$ cat src/rtl/spf_pkg.sv
// ---------------------------------------------------------------------------
// spf_pkg: shared definitions for the scanline span fill unit
// Field widths, item codes, edge record and controller/datapath signal groups.
// ---------------------------------------------------------------------------
package spf_pkg;

  // field widths
  localparam int FUNC_W = 2;
  localparam int Y_W    = 10;
  localparam int X_W    = 18;
  localparam int DX_W   = 17;

  // default edge table depth
  localparam int MAX_EDGES_DEF = 8;

  // item codes
  localparam logic [FUNC_W-1:0] FUNC_LOAD    = 2'd0;
  localparam logic [FUNC_W-1:0] FUNC_RESTART = 2'd1;
  localparam logic [FUNC_W-1:0] FUNC_STEP    = 2'd2;

  // saturation bounds of a running x
  localparam logic signed [X_W-1:0] X_MAX = {1'b0, {(X_W-1){1'b1}}};
  localparam logic signed [X_W-1:0] X_MIN = {1'b1, {(X_W-1){1'b0}}};

  // one stored edge
  typedef struct packed {
    logic signed [Y_W-1:0]  lo_y;
    logic signed [X_W-1:0]  x0;
    logic signed [Y_W-1:0]  hi_y;
    logic signed [DX_W-1:0] dx;
  } edge_rec_t;

  // controller to datapath commands
  typedef struct packed {
    logic load;
    logic restart;
    logic start;
    logic proc;
    logic finish;
  } spf_cmd_t;

  // datapath to controller status
  typedef struct packed {
    logic out_free;
  } spf_stat_t;

endpackage

$ cat src/rtl/spf_if.sv
// ---------------------------------------------------------------------------
// spf_in_if / spf_out_if: item channels of the span fill unit
// Valid/ready channels carrying the input item and the span result item.
// ---------------------------------------------------------------------------
interface spf_in_if;
  import spf_pkg::*;

  logic                   valid;
  logic                   ready;
  logic [FUNC_W-1:0]      func;
  logic signed [Y_W-1:0]  edge_lower_y;
  logic signed [X_W-1:0]  edge_start_x;
  logic signed [Y_W-1:0]  edge_upper_y;
  logic signed [DX_W-1:0] edge_slope;
  logic signed [Y_W-1:0]  start_y;

  modport source (output valid, func, edge_lower_y, edge_start_x, edge_upper_y,
                  edge_slope, start_y, input ready);
  modport sink (input valid, func, edge_lower_y, edge_start_x, edge_upper_y,
                edge_slope, start_y, output ready);
endinterface

interface spf_out_if;
  import spf_pkg::*;

  logic                  valid;
  logic                  ready;
  logic signed [Y_W-1:0] span_y;
  logic signed [X_W-1:0] span_left;
  logic signed [X_W-1:0] span_right;
  logic                  span_valid;
  logic                  fill_done;

  modport source (output valid, span_y, span_left, span_right, span_valid,
                  fill_done, input ready);
  modport sink (input valid, span_y, span_left, span_right, span_valid,
                fill_done, output ready);
endinterface

$ cat src/rtl/spf_ctrl.sv
// ---------------------------------------------------------------------------
// spf_ctrl: sequencer of the span fill unit
// Accepts items, walks the edge table one entry a cycle for a step and
// hands the finished span to the output register.
// ---------------------------------------------------------------------------
module spf_ctrl #(
  parameter int MAX_EDGES = spf_pkg::MAX_EDGES_DEF,
  parameter int IDX_W     = $clog2(MAX_EDGES),
  parameter int CNT_W     = $clog2(MAX_EDGES + 1)
) (
  input  logic                      clk,
  input  logic                      rst_n,
  input  logic                      in_valid,
  input  logic [spf_pkg::FUNC_W-1:0] in_func,
  output logic                      in_ready,
  input  logic [CNT_W-1:0]          edge_count,
  input  spf_pkg::spf_stat_t        stat,
  output spf_pkg::spf_cmd_t         cmd,
  output logic [IDX_W-1:0]          idx
);
  import spf_pkg::*;

  typedef enum logic [1:0] {S_IDLE, S_SCAN, S_DONE} state_t;

  state_t           state_r, state_nxt;
  logic [IDX_W-1:0] idx_r, idx_nxt;
  logic             accept;
  logic             last;

  assign in_ready = (state_r == S_IDLE);
  assign accept   = in_valid && in_ready;
  assign last     = (CNT_W'(idx_r) == edge_count - CNT_W'(1));
  assign idx      = idx_r;

  // commands
  always_comb begin
    cmd.load    = accept && (in_func == FUNC_LOAD);
    cmd.restart = accept && (in_func == FUNC_RESTART);
    cmd.start   = accept && (in_func == FUNC_STEP);
    cmd.proc    = (state_r == S_SCAN);
    cmd.finish  = (state_r == S_DONE) && stat.out_free;
  end

  // next state
  always_comb begin
    state_nxt = state_r;
    idx_nxt   = idx_r;
    case (state_r)
      S_IDLE: begin
        if (cmd.start) begin
          idx_nxt   = '0;
          state_nxt = (edge_count == '0) ? S_DONE : S_SCAN;
        end
      end
      S_SCAN: begin
        idx_nxt = idx_r + IDX_W'(1);
        if (last) state_nxt = S_DONE;
      end
      S_DONE: begin
        if (stat.out_free) state_nxt = S_IDLE;
      end
      default: state_nxt = S_IDLE;
    endcase
  end

  // state register
  always_ff @(posedge clk) begin
    if (!rst_n) begin
      state_r <= S_IDLE;
      idx_r   <= '0;
    end else begin
      state_r <= state_nxt;
      idx_r   <= idx_nxt;
    end
  end

endmodule

$ cat src/rtl/spf_dpath.sv
// ---------------------------------------------------------------------------
// spf_dpath: datapath of the span fill unit
// Edge table and running x memories, active marks, crossing selection,
// x update with saturation and the result register.
// ---------------------------------------------------------------------------
module spf_dpath #(
  parameter int MAX_EDGES = spf_pkg::MAX_EDGES_DEF,
  parameter int IDX_W     = $clog2(MAX_EDGES),
  parameter int CNT_W     = $clog2(MAX_EDGES + 1)
) (
  input  logic                         clk,
  input  logic                         rst_n,
  input  spf_pkg::spf_cmd_t            cmd,
  input  logic [IDX_W-1:0]             idx,
  output spf_pkg::spf_stat_t           stat,
  output logic [CNT_W-1:0]             edge_count,
  input  logic signed [spf_pkg::Y_W-1:0]  in_edge_lower_y,
  input  logic signed [spf_pkg::X_W-1:0]  in_edge_start_x,
  input  logic signed [spf_pkg::Y_W-1:0]  in_edge_upper_y,
  input  logic signed [spf_pkg::DX_W-1:0] in_edge_slope,
  input  logic signed [spf_pkg::Y_W-1:0]  in_start_y,
  output logic                         out_valid,
  input  logic                         out_ready,
  output logic signed [spf_pkg::Y_W-1:0]  out_span_y,
  output logic signed [spf_pkg::X_W-1:0]  out_span_left,
  output logic signed [spf_pkg::X_W-1:0]  out_span_right,
  output logic                         out_span_valid,
  output logic                         out_fill_done
);
  import spf_pkg::*;

  // storage
  edge_rec_t             edge_mem [MAX_EDGES];
  logic signed [X_W-1:0] ax_mem   [MAX_EDGES];
  edge_rec_t             edge_rd_r;
  logic signed [X_W-1:0] ax_rd_r;
  logic [MAX_EDGES-1:0]  mark_r;
  logic [CNT_W-1:0]      count_r;
  logic signed [Y_W-1:0] cur_y_r;
  logic signed [Y_W-1:0] high_y_r;

  // crossing capture
  logic [1:0]            found_r;
  logic signed [X_W-1:0] xs0_r, xs1_r;

  // result register
  logic                  oval_r;
  logic signed [Y_W-1:0] o_y_r;
  logic signed [X_W-1:0] o_left_r, o_right_r;
  logic                  o_sv_r, o_fd_r;

  logic [IDX_W-1:0]      raddr;
  logic                  can_load;
  logic                  act, mk, hit;
  logic signed [X_W-1:0] xsel, xupd;
  logic signed [X_W:0]   xsum;
  logic signed [Y_W:0]   next_y;
  logic                  sv;

  assign edge_count   = count_r;
  assign stat.out_free = !oval_r || out_ready;
  assign can_load     = (count_r < CNT_W'(MAX_EDGES));

  // read address: entry 0 at step start, then one ahead of the processed entry
  assign raddr = cmd.start ? '0 : idx + IDX_W'(1);

  // per-edge activation, selection and update
  always_comb begin
    act  = (edge_rd_r.lo_y == cur_y_r);
    mk   = mark_r[idx] || act;
    xsel = act ? edge_rd_r.x0 : ax_rd_r;
    hit  = mk && (edge_rd_r.hi_y > cur_y_r);
    xsum = {xsel[X_W-1], xsel} + {{(X_W+1-DX_W){edge_rd_r.dx[DX_W-1]}}, edge_rd_r.dx};
    if (xsum[X_W] != xsum[X_W-1]) xupd = xsum[X_W] ? X_MIN : X_MAX;
    else                          xupd = xsum[X_W-1:0];
  end

  // span validity and scanline advance
  assign sv     = (found_r == 2'd2);
  assign next_y = {cur_y_r[Y_W-1], cur_y_r} + (Y_W+1)'(1);

  // memories
  always_ff @(posedge clk) begin
    if (cmd.load && can_load) begin
      edge_mem[count_r[IDX_W-1:0]] <= '{lo_y: in_edge_lower_y, x0: in_edge_start_x,
                                        hi_y: in_edge_upper_y, dx: in_edge_slope};
    end
    if (cmd.proc && mk) ax_mem[idx] <= xupd;
    edge_rd_r <= edge_mem[raddr];
    ax_rd_r   <= ax_mem[raddr];
  end

  // control state: marks, count, scanline, highest y, crossing count, result valid
  always_ff @(posedge clk) begin
    if (!rst_n) begin
      mark_r   <= '0;
      count_r  <= '0;
      cur_y_r  <= '0;
      high_y_r <= '0;
      found_r  <= '0;
      oval_r   <= 1'b0;
    end else begin
      if (cmd.load && can_load) begin
        mark_r[count_r[IDX_W-1:0]] <= 1'b0;
        count_r <= count_r + CNT_W'(1);
      end
      if (cmd.restart) begin
        mark_r  <= '0;
        cur_y_r <= in_start_y;
      end
      if (cmd.start) found_r <= '0;
      if (cmd.proc) begin
        if (act) begin
          mark_r[idx] <= 1'b1;
          if (edge_rd_r.hi_y > high_y_r) high_y_r <= edge_rd_r.hi_y;
        end
        if (hit && !found_r[1]) found_r <= found_r + 2'd1;
      end
      if (cmd.finish) cur_y_r <= next_y[Y_W-1:0];
      if (cmd.finish)          oval_r <= 1'b1;
      else if (out_ready)      oval_r <= 1'b0;
    end
  end

  // crossing x capture
  always_ff @(posedge clk) begin
    if (cmd.proc && hit && !found_r[1]) begin
      if (found_r == 2'd0) xs0_r <= xsel;
      else                 xs1_r <= xsel;
    end
  end

  // result payload
  always_ff @(posedge clk) begin
    if (cmd.finish) begin
      o_y_r     <= cur_y_r;
      o_sv_r    <= sv;
      o_left_r  <= !sv ? '0 : ((xs0_r < xs1_r) ? xs0_r : xs1_r);
      o_right_r <= !sv ? '0 : ((xs0_r < xs1_r) ? xs1_r : xs0_r);
      o_fd_r    <= (next_y > $signed({high_y_r[Y_W-1], high_y_r}));
    end
  end

  assign out_valid      = oval_r;
  assign out_span_y     = o_y_r;
  assign out_span_left  = o_left_r;
  assign out_span_right = o_right_r;
  assign out_span_valid = o_sv_r;
  assign out_fill_done  = o_fd_r;

endmodule

$ cat src/rtl/scanline_polygon_span_fill_unit.sv
// Load and restart items are taken in the idle state; the next item is accepted
// right after. A step item reads one stored edge per cycle through the single
// read port of the edge table, between read start and result load, and is held
// while an earlier span waits. Synchronous active-low reset empties the edge
// table, clears all active marks and sets the current and highest scanline to zero.
// ---------------------------------------------------------------------------
// scanline_polygon_span_fill_unit: scanline polygon span fill
// Edge table with active edge marks; emits one ordered span per step item.
// ---------------------------------------------------------------------------
module scanline_polygon_span_fill_unit #(
  parameter int MAX_EDGES = spf_pkg::MAX_EDGES_DEF
) (
  input  logic clk,
  input  logic rst_n,
  spf_in_if.sink    in_if,
  spf_out_if.source out_if
);
  import spf_pkg::*;

  localparam int IDX_W = $clog2(MAX_EDGES);
  localparam int CNT_W = $clog2(MAX_EDGES + 1);

  spf_cmd_t         cmd;
  spf_stat_t        stat;
  logic [IDX_W-1:0] idx;
  logic [CNT_W-1:0] edge_count;

  // sequencer
  spf_ctrl #(.MAX_EDGES(MAX_EDGES), .IDX_W(IDX_W), .CNT_W(CNT_W)) u_ctrl (
    .clk        (clk),
    .rst_n      (rst_n),
    .in_valid   (in_if.valid),
    .in_func    (in_if.func),
    .in_ready   (in_if.ready),
    .edge_count (edge_count),
    .stat       (stat),
    .cmd        (cmd),
    .idx        (idx)
  );

  // datapath
  spf_dpath #(.MAX_EDGES(MAX_EDGES), .IDX_W(IDX_W), .CNT_W(CNT_W)) u_dpath (
    .clk             (clk),
    .rst_n           (rst_n),
    .cmd             (cmd),
    .idx             (idx),
    .stat            (stat),
    .edge_count      (edge_count),
    .in_edge_lower_y (in_if.edge_lower_y),
    .in_edge_start_x (in_if.edge_start_x),
    .in_edge_upper_y (in_if.edge_upper_y),
    .in_edge_slope   (in_if.edge_slope),
    .in_start_y      (in_if.start_y),
    .out_valid       (out_if.valid),
    .out_ready       (out_if.ready),
    .out_span_y      (out_if.span_y),
    .out_span_left   (out_if.span_left),
    .out_span_right  (out_if.span_right),
    .out_span_valid  (out_if.span_valid),
    .out_fill_done   (out_if.fill_done)
  );

endmodule

$ cat src/flat_wrapper.sv
// flat-port wrapper written by rule: the top's interface ports become plain ports
module scanline_polygon_span_fill_unit_flat import spf_pkg::*;
#(
  parameter int MAX_EDGES = spf_pkg::MAX_EDGES_DEF
)
  (clk, rst_n, in_if_valid, in_if_func, in_if_edge_lower_y, in_if_edge_start_x, in_if_edge_upper_y, in_if_edge_slope, in_if_start_y, in_if_ready, out_if_valid, out_if_span_y, out_if_span_left, out_if_span_right, out_if_span_valid, out_if_fill_done, out_if_ready);
  spf_in_if in_if_i ();
  spf_out_if out_if_i ();
  input  logic clk;
  input  logic rst_n;
  input wire logic [$bits(in_if_i.valid)-1:0] in_if_valid;
  input wire logic [$bits(in_if_i.func)-1:0] in_if_func;
  input wire logic [$bits(in_if_i.edge_lower_y)-1:0] in_if_edge_lower_y;
  input wire logic [$bits(in_if_i.edge_start_x)-1:0] in_if_edge_start_x;
  input wire logic [$bits(in_if_i.edge_upper_y)-1:0] in_if_edge_upper_y;
  input wire logic [$bits(in_if_i.edge_slope)-1:0] in_if_edge_slope;
  input wire logic [$bits(in_if_i.start_y)-1:0] in_if_start_y;
  output wire logic [$bits(in_if_i.ready)-1:0] in_if_ready;
  output wire logic [$bits(out_if_i.valid)-1:0] out_if_valid;
  output wire logic [$bits(out_if_i.span_y)-1:0] out_if_span_y;
  output wire logic [$bits(out_if_i.span_left)-1:0] out_if_span_left;
  output wire logic [$bits(out_if_i.span_right)-1:0] out_if_span_right;
  output wire logic [$bits(out_if_i.span_valid)-1:0] out_if_span_valid;
  output wire logic [$bits(out_if_i.fill_done)-1:0] out_if_fill_done;
  input wire logic [$bits(out_if_i.ready)-1:0] out_if_ready;
  assign in_if_i.valid = in_if_valid;
  assign in_if_i.func = in_if_func;
  assign in_if_i.edge_lower_y = in_if_edge_lower_y;
  assign in_if_i.edge_start_x = in_if_edge_start_x;
  assign in_if_i.edge_upper_y = in_if_edge_upper_y;
  assign in_if_i.edge_slope = in_if_edge_slope;
  assign in_if_i.start_y = in_if_start_y;
  assign in_if_ready = in_if_i.ready;
  assign out_if_valid = out_if_i.valid;
  assign out_if_span_y = out_if_i.span_y;
  assign out_if_span_left = out_if_i.span_left;
  assign out_if_span_right = out_if_i.span_right;
  assign out_if_span_valid = out_if_i.span_valid;
  assign out_if_fill_done = out_if_i.fill_done;
  assign out_if_i.ready = out_if_ready;
  scanline_polygon_span_fill_unit #(.MAX_EDGES(MAX_EDGES)) u_core (.clk(clk), .rst_n(rst_n), .in_if(in_if_i), .out_if(out_if_i));
endmodule
$ cat config.mk
export PLATFORM = sky130hd
export DESIGN_NAME = scanline_polygon_span_fill_unit_flat
export DESIGN_NICKNAME = d
export VERILOG_FILES = /design/src/rtl/spf_pkg.sv /design/src/rtl/spf_if.sv /design/src/rtl/spf_ctrl.sv /design/src/rtl/spf_dpath.sv /design/src/rtl/scanline_polygon_span_fill_unit.sv /design/src/flat_wrapper.sv
export SDC_FILE = /design/constraint.sdc
export NUM_CORES = 1
export LEC_CHECK = 0
export BUFFER_PORTS_ARGS = -buffer_cell sky130_fd_sc_hd__buf_2
export CAP_MARGIN = 10
export CORE_AREA = 2 2 382 195
export CTS_CLUSTER_DIAMETER = 200
export CTS_CLUSTER_SIZE = 8
export DETAILED_ROUTE_END_ITERATION = 10
export DIE_AREA = 0 0 384 197
export GPL_TIMING_DRIVEN = 1
export HOLD_SLACK_MARGIN = 0.12
export PLACE_DENSITY = 0.68
export SLEW_MARGIN = 10
export SYNTH_ARGS = -nofsm -noshare
export SYNTH_HDL_FRONTEND = slang
export SYNTH_SLANG_ARGS = --single-unit
$ cat constraint.sdc
create_clock -name clk -period 19.3 [get_ports clk]
set_input_delay 3.86 -clock clk [delete_from_list [all_inputs] [get_ports clk]]
set_output_delay 3.86 -clock clk [all_outputs]
set_load 0.02 [all_outputs]
==> key figures <==
Outcome
  • Outcome: finished clean

Cells and area
  • Nets: approximately 2.6k
  • Flip-flop and latch area: 0.0223 sq mm
  • P&R area growth vs syn: 15.3%
  • Fraction of final layout cells with drive strength greater than 1: 14.6%
  • Multi-input combinational cell area: roughly 0.0087 sq mm
  • Post-route design area: around 0.036 sq mm
  • Fillers: 6020

Job
  • Maxcap violations: 0

Yosys
  • Fraction of synthesized cell area taken by the top area cell type: between 60 and 70%
  • Cell type contributing the most total cell area after synthesis: sky130_fd_sc_hd__edfxtp_1
  • Number of enable flip-flop cells after synthesis: 668
  • Most common cell in the synthesized netlist: sky130_fd_sc_hd__edfxtp_1
  • Mapped cell area: ~0.032 sq mm
  • Flip-flop and latch count after synthesis: around 780
  • Most area-consuming cells after synthesis: sky130_fd_sc_hd__edfxtp_1, sky130_fd_sc_hd__dfxtp_1, sky130_fd_sc_hd__nand2_1
  • Synth top cells by count: sky130_fd_sc_hd__edfxtp_1, sky130_fd_sc_hd__nand2_1, sky130_fd_sc_hd__o21ai_0
  • Syn_area_per_cell: 13.9 sq um
  • Synthesis Warnings: 0
  • Count of cell types in the netlist: between 60 and 70
  • Ys flop type: sky130_fd_sc_hd__edfxtp_1
  • Synth Instances: approximately 2.3k
  • Register area share after synthesis: between 70% and 80%
  • Number of nets produced by synthesis: roughly 2.4k
  • Async S/R FF share, synth: 0%

Setup path
  • Top cell family by delay on the critical path: simple AND/OR/NAND/NOR gates
  • Most used cell along the critical path: sky130_fd_sc_hd__o21ai_0
  • Sort of element at the end of the critical path: flip-flop
  • Number of stages on the worst setup path: 8
  • Critical Setup Path Class: in2reg
  • Maximum fanout along the worst path: just under 80
  • Slowest cell on the critical path: sky130_fd_sc_hd__buf_4
  • Startpoint class of the critical path: input pin
  • Critical Path AT: 6.74 ns
  • Worst reg2reg setup slack: about 14 ns
  • Data required time at the worst endpoint: ~20 ns
  • CP bufs+invs: 2
  • Cell depth of the worst flop-to-flop path: 18
  • Crit path cell chain: buf_2, nand4b_1, nand2_4, buf_4, nand2_1, nand3_1, o21ai_0, o21ai_0
  • CP max stage delay: 0.83 ns

Place
  • Half-perimeter wire length after detailed placement: 47.6 mm
  • Worst slack at placement: about 13 ns
  • Post-placement cell area: 0.0332 sq mm
  • RePlAce Congestion: just under 0.9
  • Number of I/O port buffers: between 100 and 150

Floorplanning
  • Core area: roughly 0.072 sq mm
  • Count of boundary I/O pins: between 100 and 150
  • Standard-cell row count: 70
  • Die footprint: 0.0756 sq mm
  • DIE WIDTH: about 380 um
  • Chip height: approximately 200 um
  • Initial Util: 43.7%

Global routing
  • Largest net degree at the start of global routing: 85
  • Remaining Overflow, GRT: 0
  • Via count of the first global-routing pass: approximately 19k
  • Antenna violations before repair: 10
  • First-pass GRT wire length: approximately 120 mm
  • Total routing usage reported by global routing: 20.7%

Clock network
  • Number of hold buffers added after CTS: 0
  • Clk sink count: around 800
  • Clk Latency, worst-skew pair: roughly 0.7 ns
  • Clock slew seen by the registers of the worst setup and hold paths: approximately 0.050 ns
  • Master cell of the clock root buffer: sky130_fd_sc_hd__clkbuf_16
  • CTS tree: yes
  • Number of levels in the clock H-tree: 3
  • CTS max path bufs: 3
  • Setup Fix Bufs, Post-CTS: 0
  • Number of gates given a new drive strength after cts: 0
  • Number of clock buffers inserted by TritonCTS: between 100 and 150

Timing
  • Max-slew violation count: 0
  • Slew @ Worst Pin: 1.14 ns
  • Hold violation total from the final report: 0
  • Slew HR: between 20% and 30%
  • Final worst path period share: between 30% and 40%
  • Fmax: between 150 and 200 MHz
  • Final worst path period need: just over 6 ns
  • PnR worst setup slack: 13.14 ns
  • Clk_skew: slightly below 0.04 ns
  • Sum of negative setup slack: 0 ns
  • Setup repair after global routing missed its margin: false
  • Setup-violating endpoint count in the final report: 0

Route
  • Routed wire length: about 78 mm
  • Number of routed nets with antenna violations: 0
  • Number of DRC violations after detailed routing: 0
  • Total via count after detailed routing: around 19k
  • Per-cell routed wire length: 22.2 um
  • Detailed-routing iteration count for the pre-antenna-repair pass: 6
  • Per-cell via count in the routed design: ~5.5
  • Number of DRC markers after the initial detailed-route iteration: slightly above 2k

Worst hold path
  • Hold WC Path Type: reg2reg
  • Hold-critical path depth: 2

Power and ir drop
  • Static Leak: roughly 0.013 uW
  • Total power divided by cell area: around 100 mW/mm^2
  • Worst vdd ir: a little under 0.08 mV
through the flow:
step	hold slack, ns	utilization, %	total power [uW]	std cells
2_1_floorplan	0.450	-	2010	2276
3_3_place_gp	0.484	46.0	2070	3288
4_1_cts	0.508	50.3	3820	3487
6_report	0.506	50.4	3800	3490
5_1_grt	0.531	50.3	3920	3488
3_5_place_dp	0.501	46.0	2070	3288
where the power goes:
part           switching [uW]  leakage [uW]  total, uW  internal [uW]
Clock                     699       0.00149       1750           1050
Combinational             113       0.00444        159           46.1
Sequential               15.8       0.00695       1890           1870
kinds of logic after synthesis:
group / count (synthesis) / synth area share, %
buffers and inverters: 165 / 2.17
adders and majority gates: 76 / 3.02
xor gates and xnor gates: 38 / 1.05
muxes: 124 / 6.92
DFF: 781 / 70.7
AOI/OAI and AO/OA: 300 / 5.60
and+or+nand+nor: 792 / 10.5
flip-flops by register name, summed over array words and instances, names as in the netlist:
name                           count
u_core.u_dpath.out_span_y         10
u_core.u_dpath.out_span_right     18
u_core.u_dpath.out_valid           1
u_core.u_dpath.out_span_valid      1
u_core.u_dpath.xs1_r              18
u_core.u_dpath.edge_count          4
u_core.u_dpath.ax_mem            144
u_core.u_dpath.xs0_r              18
u_core.u_dpath.mark_r              8
u_core.u_dpath.edge_rd_r          55
u_core.u_dpath.out_span_left      18
u_core.u_ctrl.state_r              2
u_core.u_dpath.cur_y_r            10
u_core.u_dpath.found_r             2
u_core.u_dpath.ax_rd_r            18
u_core.u_dpath.edge_mem          440
u_core.u_dpath.high_y_r           10
u_core.u_dpath.out_fill_done       1
u_core.u_ctrl.idx                  3
placed cells by master, fill, tap and decap left out, drive strengths merged, types with 11 or more instances in the layout:
cell,netlist,final
xnor2,21,21
buf,48,148
o211ai,11,11
a21oi,44,44
mux2i,47,47
o21ai,172,172
nor2,43,43
nand2,572,572
nor2b,25,25
xor2,17,17
inv,57,60
nand3,93,93
dfxtp,113,113
edfxtp,668,668
a21boi,12,12
mux4,75,75
nor3,15,15
ha,73,73
clkbuf,60,192
worst reg2reg max path: cells and delay by family, from the launching register on:
kind            cells  cell delay (ns)
xor+xnor            1             0.15
buf+inv             4             0.69
simple gates        6             1.26
compound gates      5             1.86
fa+ha+maj           2             0.66
flops               1             0.57
routing by layer:
| metal | global-route usage [%] | up-vias | part of all wire, % |
|---|---|---|---|
| li1 | - | 8662 | - |
| met2 | 28.0 | 947 | 40 |
| met1 | 32.0 | 9578 | 46 |
| met4 | 5.56 | 6 | 1.8 |
| met3 | 6.22 | 116 | 12 |
| met5 | 0.766 | - | 0.13 |
final timing paths:
path	from	to
min reg2reg	u_core.u_dpath.mark_r[2]	u_core.u_dpath.mark_r[2]
max reg2reg	u_core.u_dpath.cur_y_r[0]	u_core.u_dpath.ax_mem[6][4]
max	in_if_func[0]	u_core.u_dpath.edge_rd_r[23]
min	u_core.u_dpath.mark_r[2]	u_core.u_dpath.mark_r[2]
cell type report:
class                           count  share of cell area (%)
Sequential cell                   781                    61.4
Clock inverter                      7                   0.389
Tap cell                          972                    3.34
Timing Repair Buffer              148                    2.23
Inverter                           57                   0.588
Multi-Input combinational cell   1330                    23.8
Clock buffer                      192                    8.29
Antenna cell                        3                  0.0206
No activity file was read; power rests on OpenSTA's default activity.
